`src/rtl/pvpt_pkg.sv`:
```
`timescale 1ns / 1ps

package pvpt_pkg;

  localparam int ACC_W = 66;

  // Transaction kinds on req_type.
  localparam logic REQ_LOAD  = 1'b0;
  localparam logic REQ_POINT = 1'b1;

  // Word addresses in the parameter memory.
  localparam logic [5:0] ADDR_VIEW_Y = 6'd4;
  localparam logic [5:0] ADDR_VIEW_W = 6'd12;
  localparam logic [5:0] ADDR_PROJ   = 6'd16;
  localparam logic [5:0] ADDR_ORG_X  = 6'd32;
  localparam logic [5:0] ADDR_ORG_Y  = 6'd33;
  localparam logic [5:0] ADDR_SIZE_W = 6'd34;
  localparam logic [5:0] ADDR_SIZE_H = 6'd35;
  localparam logic [5:0] ADDR_WORDS  = 6'd36;

  typedef enum logic [2:0] {
    S_IDLE, S_RD, S_MUL, S_ACC, S_STORE, S_CHKW, S_DIV, S_DONE
  } state_t;

  typedef enum logic [1:0] {PH_EYE, PH_CLIP, PH_MAPX, PH_MAPY} phase_t;

  typedef enum logic [2:0] {OP_X, OP_Y, OP_ONE, OP_EYE, OP_NDC1, OP_TWO_ONE} opnd_sel_t;

  typedef enum logic {ACC_RAW, ACC_SCALE} acc_mode_t;

  typedef enum logic [2:0] {ST_EYE, ST_CLIP, ST_OUTX, ST_OUTY, ST_ZERO} store_sel_t;

  typedef struct packed {
    logic       wr_en;
    logic       latch;
    logic       rd_en;
    logic [5:0] rd_addr;
    opnd_sel_t  opnd;
    logic [1:0] opnd_idx;
    logic       mul_en;
    logic       acc_en;
    acc_mode_t  acc_mode;
    logic       store_en;
    store_sel_t store;
    logic [1:0] store_idx;
    logic       div_start;
    logic       div_axis;
  } cmd_t;

  typedef struct packed {
    logic div_busy;
    logic w_is_zero;
  } status_t;

  function automatic logic signed [31:0] sat32(input logic signed [ACC_W-1:0] v);
    if (v > $signed(ACC_W'(32'sh7FFF_FFFF))) begin
      return 32'sh7FFF_FFFF;
    end else if (v < -$signed(ACC_W'(33'sh0_8000_0000))) begin
      return 32'sh8000_0000;
    end else begin
      return v[31:0];
    end
  endfunction

  function automatic logic signed [15:0] sat16(input logic signed [ACC_W-1:0] v);
    if (v > $signed(ACC_W'(16'sh7FFF))) begin
      return 16'sh7FFF;
    end else if (v < -$signed(ACC_W'(17'sh0_8000))) begin
      return 16'sh8000;
    end else begin
      return v[15:0];
    end
  endfunction

endpackage

```
`src/rtl/pvpt_controller.sv`:
```
`timescale 1ns / 1ps

module pvpt_controller (
  input  logic              clk,
  input  logic              rst,
  input  logic              start,
  input  logic              req_type,
  output logic              busy,
  output logic              done,
  output pvpt_pkg::cmd_t    cmd,
  input  pvpt_pkg::status_t status
);

  pvpt_pkg::state_t state, state_next;
  pvpt_pkg::phase_t phase, phase_next;
  logic [1:0] row, row_next;
  logic [1:0] term, term_next;
  logic last_term;

  always_ff @(posedge clk) begin
    if (rst) begin
      state <= pvpt_pkg::S_IDLE;
      phase <= pvpt_pkg::PH_EYE;
      row <= '0;
      term <= '0;
    end else begin
      state <= state_next;
      phase <= phase_next;
      row <= row_next;
      term <= term_next;
    end
  end

  always_comb begin
    state_next = state;
    phase_next = phase;
    row_next = row;
    term_next = term;
    cmd = '0;
    busy = (state != pvpt_pkg::S_IDLE);
    done = 1'b0;
    last_term = 1'b0;

    unique case (phase)
      pvpt_pkg::PH_EYE: begin
        last_term = (term == 2'd2);
        unique case (term)
          2'd0: begin
            cmd.rd_addr = {4'd0, row};
            cmd.opnd = pvpt_pkg::OP_X;
          end
          2'd1: begin
            cmd.rd_addr = pvpt_pkg::ADDR_VIEW_Y + {4'd0, row};
            cmd.opnd = pvpt_pkg::OP_Y;
          end
          default: begin
            cmd.rd_addr = pvpt_pkg::ADDR_VIEW_W + {4'd0, row};
            cmd.opnd = pvpt_pkg::OP_ONE;
          end
        endcase
        cmd.store = pvpt_pkg::ST_EYE;
      end
      pvpt_pkg::PH_CLIP: begin
        last_term = (term == 2'd3);
        cmd.rd_addr = pvpt_pkg::ADDR_PROJ + {2'd0, term, 2'd0} + {4'd0, row};
        cmd.opnd = pvpt_pkg::OP_EYE;
        cmd.opnd_idx = term;
        cmd.acc_mode = pvpt_pkg::ACC_SCALE;
        cmd.store = pvpt_pkg::ST_CLIP;
      end
      pvpt_pkg::PH_MAPX: begin
        last_term = (term == 2'd1);
        cmd.rd_addr = (term == 2'd0) ? pvpt_pkg::ADDR_SIZE_W : pvpt_pkg::ADDR_ORG_X;
        cmd.opnd = (term == 2'd0) ? pvpt_pkg::OP_NDC1 : pvpt_pkg::OP_TWO_ONE;
        cmd.store = pvpt_pkg::ST_OUTX;
      end
      default: begin
        last_term = (term == 2'd1);
        cmd.rd_addr = (term == 2'd0) ? pvpt_pkg::ADDR_SIZE_H : pvpt_pkg::ADDR_ORG_Y;
        cmd.opnd = (term == 2'd0) ? pvpt_pkg::OP_NDC1 : pvpt_pkg::OP_TWO_ONE;
        cmd.store = pvpt_pkg::ST_OUTY;
      end
    endcase
    cmd.store_idx = row;

    unique case (state)
      pvpt_pkg::S_IDLE: begin
        if (start) begin
          if (req_type == pvpt_pkg::REQ_POINT) begin
            cmd.latch = 1'b1;
            phase_next = pvpt_pkg::PH_EYE;
            row_next = '0;
            term_next = '0;
            state_next = pvpt_pkg::S_RD;
          end else begin
            cmd.wr_en = 1'b1;
          end
        end
      end
      pvpt_pkg::S_RD: begin
        cmd.rd_en = 1'b1;
        state_next = pvpt_pkg::S_MUL;
      end
      pvpt_pkg::S_MUL: begin
        cmd.mul_en = 1'b1;
        state_next = pvpt_pkg::S_ACC;
      end
      pvpt_pkg::S_ACC: begin
        cmd.acc_en = 1'b1;
        if (last_term) begin
          state_next = pvpt_pkg::S_STORE;
        end else begin
          term_next = term + 2'd1;
          state_next = pvpt_pkg::S_RD;
        end
      end
      pvpt_pkg::S_STORE: begin
        cmd.store_en = 1'b1;
        term_next = '0;
        unique case (phase)
          pvpt_pkg::PH_EYE: begin
            if (row == 2'd3) begin
              phase_next = pvpt_pkg::PH_CLIP;
            end
            row_next = row + 2'd1;
            state_next = pvpt_pkg::S_RD;
          end
          pvpt_pkg::PH_CLIP: begin
            row_next = row + 2'd1;
            state_next = (row == 2'd3) ? pvpt_pkg::S_CHKW : pvpt_pkg::S_RD;
          end
          pvpt_pkg::PH_MAPX: begin
            cmd.div_start = 1'b1;
            cmd.div_axis = 1'b1;
            phase_next = pvpt_pkg::PH_MAPY;
            state_next = pvpt_pkg::S_DIV;
          end
          default: begin
            state_next = pvpt_pkg::S_DONE;
          end
        endcase
      end
      pvpt_pkg::S_CHKW: begin
        term_next = '0;
        if (status.w_is_zero) begin
          cmd.store_en = 1'b1;
          cmd.store = pvpt_pkg::ST_ZERO;
          state_next = pvpt_pkg::S_DONE;
        end else begin
          cmd.div_start = 1'b1;
          cmd.div_axis = 1'b0;
          phase_next = pvpt_pkg::PH_MAPX;
          state_next = pvpt_pkg::S_DIV;
        end
      end
      pvpt_pkg::S_DIV: begin
        if (!status.div_busy) begin
          state_next = pvpt_pkg::S_RD;
        end
      end
      default: begin
        done = 1'b1;
        state_next = pvpt_pkg::S_IDLE;
      end
    endcase
  end

`ifndef ASSERT_OFF
  a_div_starts: assert property (@(posedge clk) disable iff (rst)
    cmd.div_start |=> status.div_busy)
    else $error("divider did not start");
  a_done_idle: assert property (@(posedge clk) disable iff (rst)
    done |=> (state == pvpt_pkg::S_IDLE))
    else $error("done not followed by idle");
  a_div_phase: assert property (@(posedge clk) disable iff (rst)
    (state == pvpt_pkg::S_DIV) |-> (phase == pvpt_pkg::PH_MAPX || phase == pvpt_pkg::PH_MAPY))
    else $error("division outside a mapping phase");
  a_store_after_acc: assert property (@(posedge clk) disable iff (rst)
    (state == pvpt_pkg::S_STORE) |-> ($past(state) == pvpt_pkg::S_ACC))
    else $error("store without a final accumulate");
`endif

endmodule

```
`config.mk`:
```
export PLATFORM = sky130hd
export DESIGN_NAME = pvpt_controller
export DESIGN_NICKNAME = d
export VERILOG_FILES = /design/src/rtl/pvpt_pkg.sv /design/src/rtl/pvpt_controller.sv
export SDC_FILE = /design/constraint.sdc
export NUM_CORES = 1
export LEC_CHECK = 0
export ABC_AREA = 1
export ABC_CLOCK_PERIOD_IN_PS = 1900
export BUFFER_PORTS_ARGS = -buffer_cell sky130_fd_sc_hd__buf_2
export CAP_MARGIN = 40
export CORE_ASPECT_RATIO = 0.75
export CORE_MARGIN = 3
export CORE_UTILIZATION = 48
export CTS_CLUSTER_DIAMETER = 30
export DETAILED_ROUTE_END_ITERATION = 7
export PLACE_DENSITY = 0.78
export SYNTH_ARGS = -nofsm -noshare
export SYNTH_HDL_FRONTEND = slang
export SYNTH_SLANG_ARGS = --single-unit
```
`constraint.sdc`:
```
create_clock -name clk -period 1.9 [get_ports clk]
set_input_delay 0.38 -clock clk [delete_from_list [all_inputs] [get_ports clk]]
set_output_delay 0.38 -clock clk [all_outputs]
set_load 0.01 [all_outputs]
```
=== After elaboration in Yosys (flattened, before gate mapping) ===
Cells that the tools add are included.

* Add/subtract/negate cells: 6
* Eq/ne operators: 20
* Muxes and demuxes: 41
* Reduce and logical (&&, ||, !) cells: 14

{| class="wikitable"
|+ Operators by type and width
! kind !! number
|-
| $pmux 9 s3 || 1
|-
| $mux 2 || 13
|-
| $pmux 3 s7 || 1
|-
| $mux 3 || 6
|-
| $pmux 2 s3 || 3
|-
| $pmux 8 s2 || 1
|-
| $ne 2x2->1 const B || 6
|-
| $pmux 2 s2 || 3
|-
| $eq 3x3->1 const B || 3
|-
| $mux 1 || 9
|-
| $pmux 3 s3 || 1
|-
| $reduce_bool 3->1 || 3
|-
| $eq 2x2->1 const B || 4
|-
| $reduce_and 4->1 || 2
|-
| $reduce_or 7->1 || 1
|-
| $add 5x4->6 const A || 1
|-
| $add 6x2->6 || 1
|-
| $eq 3x2->1 const B || 2
|-
| $reduce_and 6->1 || 1
|-
| $add 4x2->5 const A || 1
|-
| $add 2x1->2 const B || 2
|-
| $add 3x2->4 const A || 1
|-
| $eq 2x1->1 const B || 2
|-
| $logic_not 2->1 || 2
|-
| other kinds (9) || 11
|}

* Flip-flop bits (word level): 9
* Output and inout port bits: 27
* Logic and storage cells: 85

=== Longest topological paths before layout ===
Gate-level depths: netlist (run 1).

* Depth after elaboration: 4
* Depth in mapped cells: 11

=== Least setup slack after synthesis (run 1) ===
No wires, ideal clock.

* Kind: register to output
* Start: reg phase[1]
* End: out cmd[18] in the netlist's numbering
* Data arrival time: 1,126 ps
* Path slack: 394 ps
* Cell stages (with the launch flop): 6
* Cell sequence: dfxtp_1 -> buf_2 -> nor2_1 -> ha_1 -> a21oi_1 -> a21oi_1

{| class="wikitable"
|+ RTL lines
! element !! RTL line !! source
|-
| from (decl) || pvpt_controller.sv:15 || <nowiki>pvpt_pkg::phase_t phase, phase_next;</nowiki>
|-
| from (signal assigned) || pvpt_controller.sv:23 || <nowiki>phase <= pvpt_pkg::PH_EYE;</nowiki>
|-
| from (signal assigned) || pvpt_controller.sv:28 || <nowiki>phase <= phase_next;</nowiki>
|-
| to (decl) || pvpt_controller.sv:10 || <nowiki>output pvpt_pkg::cmd_t cmd,</nowiki>
|}

==> impl_metrics.yaml, run 1 <==
pwr:
  clkPwrFrac_pct: 20.6
  p_per_area_mw_per_mm2: 703
  power.net_switching_w: 0.000310
  p_leak_nw: 0.627
  pwr-share-comb_pct: 46.1
  switching_share_pct: 42.0
  seq_power_share_pct: 33.3
  peakVddDrop_mv: 0.436
  p_int_w: 0.000428
floorplan:
  core_region_area_sq_mm: 0.00159
  die_h_um: 42.8
  start_util_pct: 54.5
  die_w_um: 55.1
  fp-row-count: 12
  die_area_sq_mm: 0.00236
  ios: 33
cts:
  cts_buffers: 3
  clk_pin_slew_worst_paths_ns: 0.06
  htree_levels: 1
  clock_latency_ns: 0.27
  cts_buffer_depth: 2
  cts_setup_buffers: 0
  tritoncts: "yes"
  cts_root_buf: "clkbuf_4"
  cts.sinks: 9
sta:
  tns_ns: 0
  setup_viol: 0
  rsz0062_at_grt: "no"
  min_period_over_period_pct: 93.1
  slew_headroom_pct: 79.6
  finalHoldWorstSlack_ns: 0.319
  tightest_slew_ns: 0.306
  timing.final.hold_violations: 0
  finClkSkew_ns: 0.00809
  drv_slew: 0
  post-route-min-period_ns: 1.77
  fmax_mhz: 566
run:
  cap_violations: 0
global_route:
  grt_pass1_wl_um: 3440
  grt_usage_pct: 20.1
  first_global_vias: 790
  grt-ovfl-total: 0
  grt_start_max_net_pins: 11
  antenna_found_initial: 0
finish:
  areaGrowthSynthToFinish_pct: 20.9
  multi_input_area_sq_um: 531
  nFillCells: 159
  diodes: 0
  final_common_cell: "buf_2"
  final_cell_mix: "buf_2 (32), nand2_1 (26), inv_1 (22)"
  stdcell_count: 185
  register_area_sq_um: 184
  nets: 175
  drive_gt1_share_pct: 33.5
synthesis:
  synth_edf_count: 0
  synth.avg_cell_area_sq_um: 6.57
  async_flop_share_pct: 0
  synth_seq_cells: 9
  seq_area_frac_synth_pct: 20.8
  ys_types: 29
  synth_top_area_cell: "dfxtp_1"
  syn_area_sq_um: 867
  synth_flop_cell: "dfxtp_1"
  syn_nets: 142
  syn_inst: 132
  ys.warnings.count: 0
  ys_top_cells_by_area: "dfxtp_1 (21%), nand2_1 (11%), inv_1 (9.5%)"
  synth_top_area_share_pct: 20.8
route:
  num_vias: 963
  antenna_left: 0
  drc: 0
  firstDrtPassIters: 4
  routed_wl_um: 2220
  drtIter0Drc: 26
  post_drt_wl_per_cell_um: 12.0
  routed_via_density: 5.21
critical_path:
  path_buf_inv: 3
  crit_family: "flip-flops"
  arrival_ns: 1.39
  cp_cell_sequence: "inv_2 > nand2_1 > nor2_1 > a21oi_1 > inv_1 > buf_2"
  worst_setup_path_start_kind: "flop"
  cpMaxStageDelayCell: "dfxtp_2"
  max_stage_delay_ns: 0.46
  path_class: "reg2out"
  worst_setup_path_end_kind: "primary output"
  crit_path_max_fanout: 8
  cp.required_ns: 1.52
place:
  gp_congestion: 0.864
  place_hpwl_um: 1840
  placed_cells: 181
  port_buffers: 32
status:
  status: "completed"
hold_path:
  holdCritPathClass: "in2reg"
power groups by stage:
stage	Sequential, W	Combinational [W]	Clock [W]
after CTS	0.000245	0.000340	0.000159
after detailed placement	0.000248	0.000338	0
final	0.000246	0.000340	0.000152
after floorplan	0.000235	0.000255	0
after global placement	0.000246	0.000331	0
after global routing	0.000250	0.000385	0.000166
worst paths after layout:
path,startpoint,end,slack [ns],cells after the start
max,state[1]$_SDFFE_PP0P_,cmd[1],0.13,6
min,rst,phase[1]$_SDFFE_PP0P_,0.32,2
min reg2reg,row[1]$_SDFFE_PP0P_,row[1]$_SDFFE_PP0P_,0.56,4
max reg2reg,phase[1]$_SDFFE_PP0P_,term[1]$_SDFFE_PP0P_,0.46,10
worst reg2reg max path, cell delays in order (launching register included):
cell and delay [ns]:
dfxtp_2 0.44, nor2_1 0.10, ha_1 0.27, inv_1 0.07, nand2_1 0.05, nand2_1 0.05, nand3_1 0.11, nand3_1 0.11
nand2_1 0.06, nand2_1 0.05, nor2_1 0.03
state kept, by name, indices dropped and copies added (netlist names):
name	count
state	3
phase	2
row	2
term	2
repair_timing:
item                                    CTS  global route
endpoints found under the setup margin    1             2
gates resized for setup                   1             2
hold buffers                              0             0
per-layer routing:
layer / global-route usage, % / wire, um / vias up
met3: 3.51 / 180 / 5
met5: 0 / 0 / -
met2: 30.0 / 991 / 38
li1: - / - / 482
met1: 27.8 / 1010 / 438
met4: 8.74 / 40 / 0
area by class of cell:
class / count / share of cell area (%)
multi-input cells: 91 / 50.6
repair buffers: 35 / 17.4
inverters: 25 / 9.43
clock buffers: 4 / 2.51
well taps: 21 / 2.51
flip-flops and latches: 9 / 17.5
Yosys cell counts (2+ instances only):
master    instances
nand2_1          26
inv_1            22
nor2_1           17
nand3_1          11
dfxtp_1           9
a21oi_1           8
ha_1              4
o21ai_0           4
buf_6             3
nand4_1           3
buf_4             2
inv_2             2
nand2_2           2
nand2_4           2
nand3_2           2
nand3b_1          2
per-stage QoR:
| step | instance area (sq um) | power, W | util (%) | setup WS [ns] |
|---|---|---|---|---|
| floorplan | 867 | 0.000491 | - | 0.394 |
| global placement | 1020 | 0.000577 | 64.0 | 0.336 |
| detailed placement | 1020 | 0.000587 | 64.0 | 0.281 |
| CTS | 1050 | 0.000744 | 65.7 | 0.0372 |
| global route | 1050 | 0.000801 | 65.9 | 0.0115 |
| finish | 1050 | 0.000738 | 65.9 | 0.132 |
kinds of logic after synthesis:
group / count (synthesis) / share of synthesized area, %
buffers and inverters: 32 / 18.0
and+or+nand+nor: 71 / 44.9
DFF: 9 / 20.8
AOI/OAI and AO/OA: 16 / 10.5
adders and majority gates: 4 / 5.77
(Power assumes the default switching activity.)
==> run 2, diff against run 1 <==
PLACE_DENSITY = 0.8   (was 0.78)
==> impl_metrics.yaml, run 2 (same netlist as run 1, synthesis figures left out) <==
route:
  num_vias: 944
  drc: 0
  routed_wl_um: 2120
  drtIter0Drc: 25
  routed_via_density: 5.10
  antenna_left: 0
  firstDrtPassIters: 4
  post_drt_wl_per_cell_um: 11.4
finish:
  drive_gt1_share_pct: 33.5
  diodes: 0
  nets: 175
  areaGrowthSynthToFinish_pct: 21.2
  largest_reg_flops: 3
  design_area_sq_mm: 0.00105
  final_cell_mix: "buf_2 (32), nand2_1 (26), inv_1 (22)"
  regMostFlops: "state"
  final_common_cell: "buf_2"
  fin_util_pct: 66.0
pwr:
  p_leak_nw: 0.627
  p_per_area_mw_per_mm2: 688
  peakVddDrop_mv: 0.498
critical_path:
  crit_path_max_fanout: 9
  rr_endpoint: "term[1]$_SDFFE_PP0P_"
  rrSetupSlack_ns: 0.35
  r2r_start: "phase[1]$_SDFFE_PP0P_"
  path_class: "reg2out"
  worst_setup_path_start_kind: "flop"
  arrival_ns: 1.39
  reg2reg_depth: 10
  critPathLaunch: "phase[1]$_SDFFE_PP0P_"
  worst_setup_path_end_kind: "primary output"
  cp.required_ns: 1.52
  crit_path_end: "cmd[18]"
place:
  pre_cts_ws_ns: 0.213
  place_hpwl_um: 1780
  port_buffers: 32
  placed_cell_area_sq_mm: 0.00102
  gp_congestion: 0.886
floorplan:
  die_h_um: 42.8
  core_region_area_sq_mm: 0.00159
  die_w_um: 55.1
  ios: 33
  die_area_sq_mm: 0.00236
  fp-row-count: 12
  start_util_pct: 54.5
global_route:
  antenna_found_initial: 0
  grt_start_max_net_pins: 10
  first_global_vias: 765
  grt-ovfl-total: 0
  grt_pass1_wl_um: 3210
  grt_usage_pct: 18.3
sta:
  min_period_over_period_pct: 93.0
  finalHoldWorstSlack_ns: 0.317
  timing.final.hold_violations: 0
  tightest_slew_ns: 0.316
  tns_ns: 0
  drv_slew: 0
  fmax_mhz: 566
  rsz0062_at_grt: "no"
  slew_headroom_pct: 78.9
  finClkSkew_ns: 0.00448
  setup_viol: 0
  post-route-min-period_ns: 1.77
  setup_ws_ns: 0.133
cts:
  clk_pin_slew_worst_paths_ns: 0.05
  cts_buffers: 3
  cts_root_buf: "clkbuf_4"
  tritoncts: "yes"
  htree_levels: 1
  cts.sinks: 9
  ctsHoldBuffers: 0
  cts_buffer_depth: 2
  clock_latency_ns: 0.26
hold_path:
  worstHoldPathCells: 2
  holdCritPathClass: "in2reg"
status:
  status: "completed"
run:
  cap_violations: 0
-- run 2: cell count changes in the layout (fill, tap and decap cells not counted) --
cell,before,now
dfxtp_2,3,2
dfxtp_4,0,1
-- run 2: what timing repair did --
action,CTS,global route
gates cloned,0,0
gates resized for setup,1,3
setup buffers,0,0
pin swaps,0,0
endpoints found under the setup margin,1,1
-- run 2: cell type report --
| type | count | area (sq um) |
|---|---|---|
| timing repair buffer | 35 | 183 |
| sequential | 9 | 186 |
| fill | 166 | 541 |
| clock buffer | 4 | 26.3 |
| tap | 21 | 26.3 |
| multi-input combinational | 91 | 531 |
| inverter | 25 | 98.8 |
-- run 2: per-layer routing --
| layer | vias to the layer above | part of all wire [%] | track usage, % |
|---|---|---|---|
| met5 | - | 0 | 0 |
| met1 | 414 | 45 | 25.3 |
| met3 | 5 | 12 | 4.21 |
| li1 | 477 | - | - |
| met4 | 0 | 0.85 | 4.37 |
| met2 | 48 | 42 | 28.3 |
-- run 2: how the worst min path moves through the flow --
stage / start / slack, ns / to
after floorplan: rst / 0.45 / phase[1]$_SDFFE_PP0P_
after detailed placement: row[1]$_SDFFE_PP0P_ / 0.55 / row[1]$_SDFFE_PP0P_
after global routing: rst / 0.31 / state[0]$_SDFFE_PP0P_
after CTS: rst / 0.31 / state[1]$_SDFFE_PP0P_
after global placement: row[1]$_SDFFE_PP0P_ / 0.54 / row[1]$_SDFFE_PP0P_
final: rst / 0.32 / state[0]$_SDFFE_PP0P_
-- run 2: power breakdown --
group	internal, W	switching (W)	total (W)	leakage, nW
Combinational	0.000134	0.000199	0.000333	0.537
Sequential	0.000213	0.0000337	0.000247	0.0752
Clock	0.0000807	0.0000628	0.000143	0.0150
Total	0.000428	0.000295	0.000723	0.627
-- run 2: metrics by stage --
stage / power, W / instances
5_1_grt: 0.000788 / 185
4_1_cts: 0.000729 / 185
3_3_place_gp: 0.000573 / 181
2_1_floorplan: 0.000491 / 132
6_report: 0.000723 / 185
3_5_place_dp: 0.000582 / 181
-- run 2: critical path: stages (launching register included) --
cell and delay (ns):
dfxtp_1 0.50, nor2_1 0.12, ha_1 0.20, a21oi_1 0.11, a21oi_1 0.05, buf_2 0.15
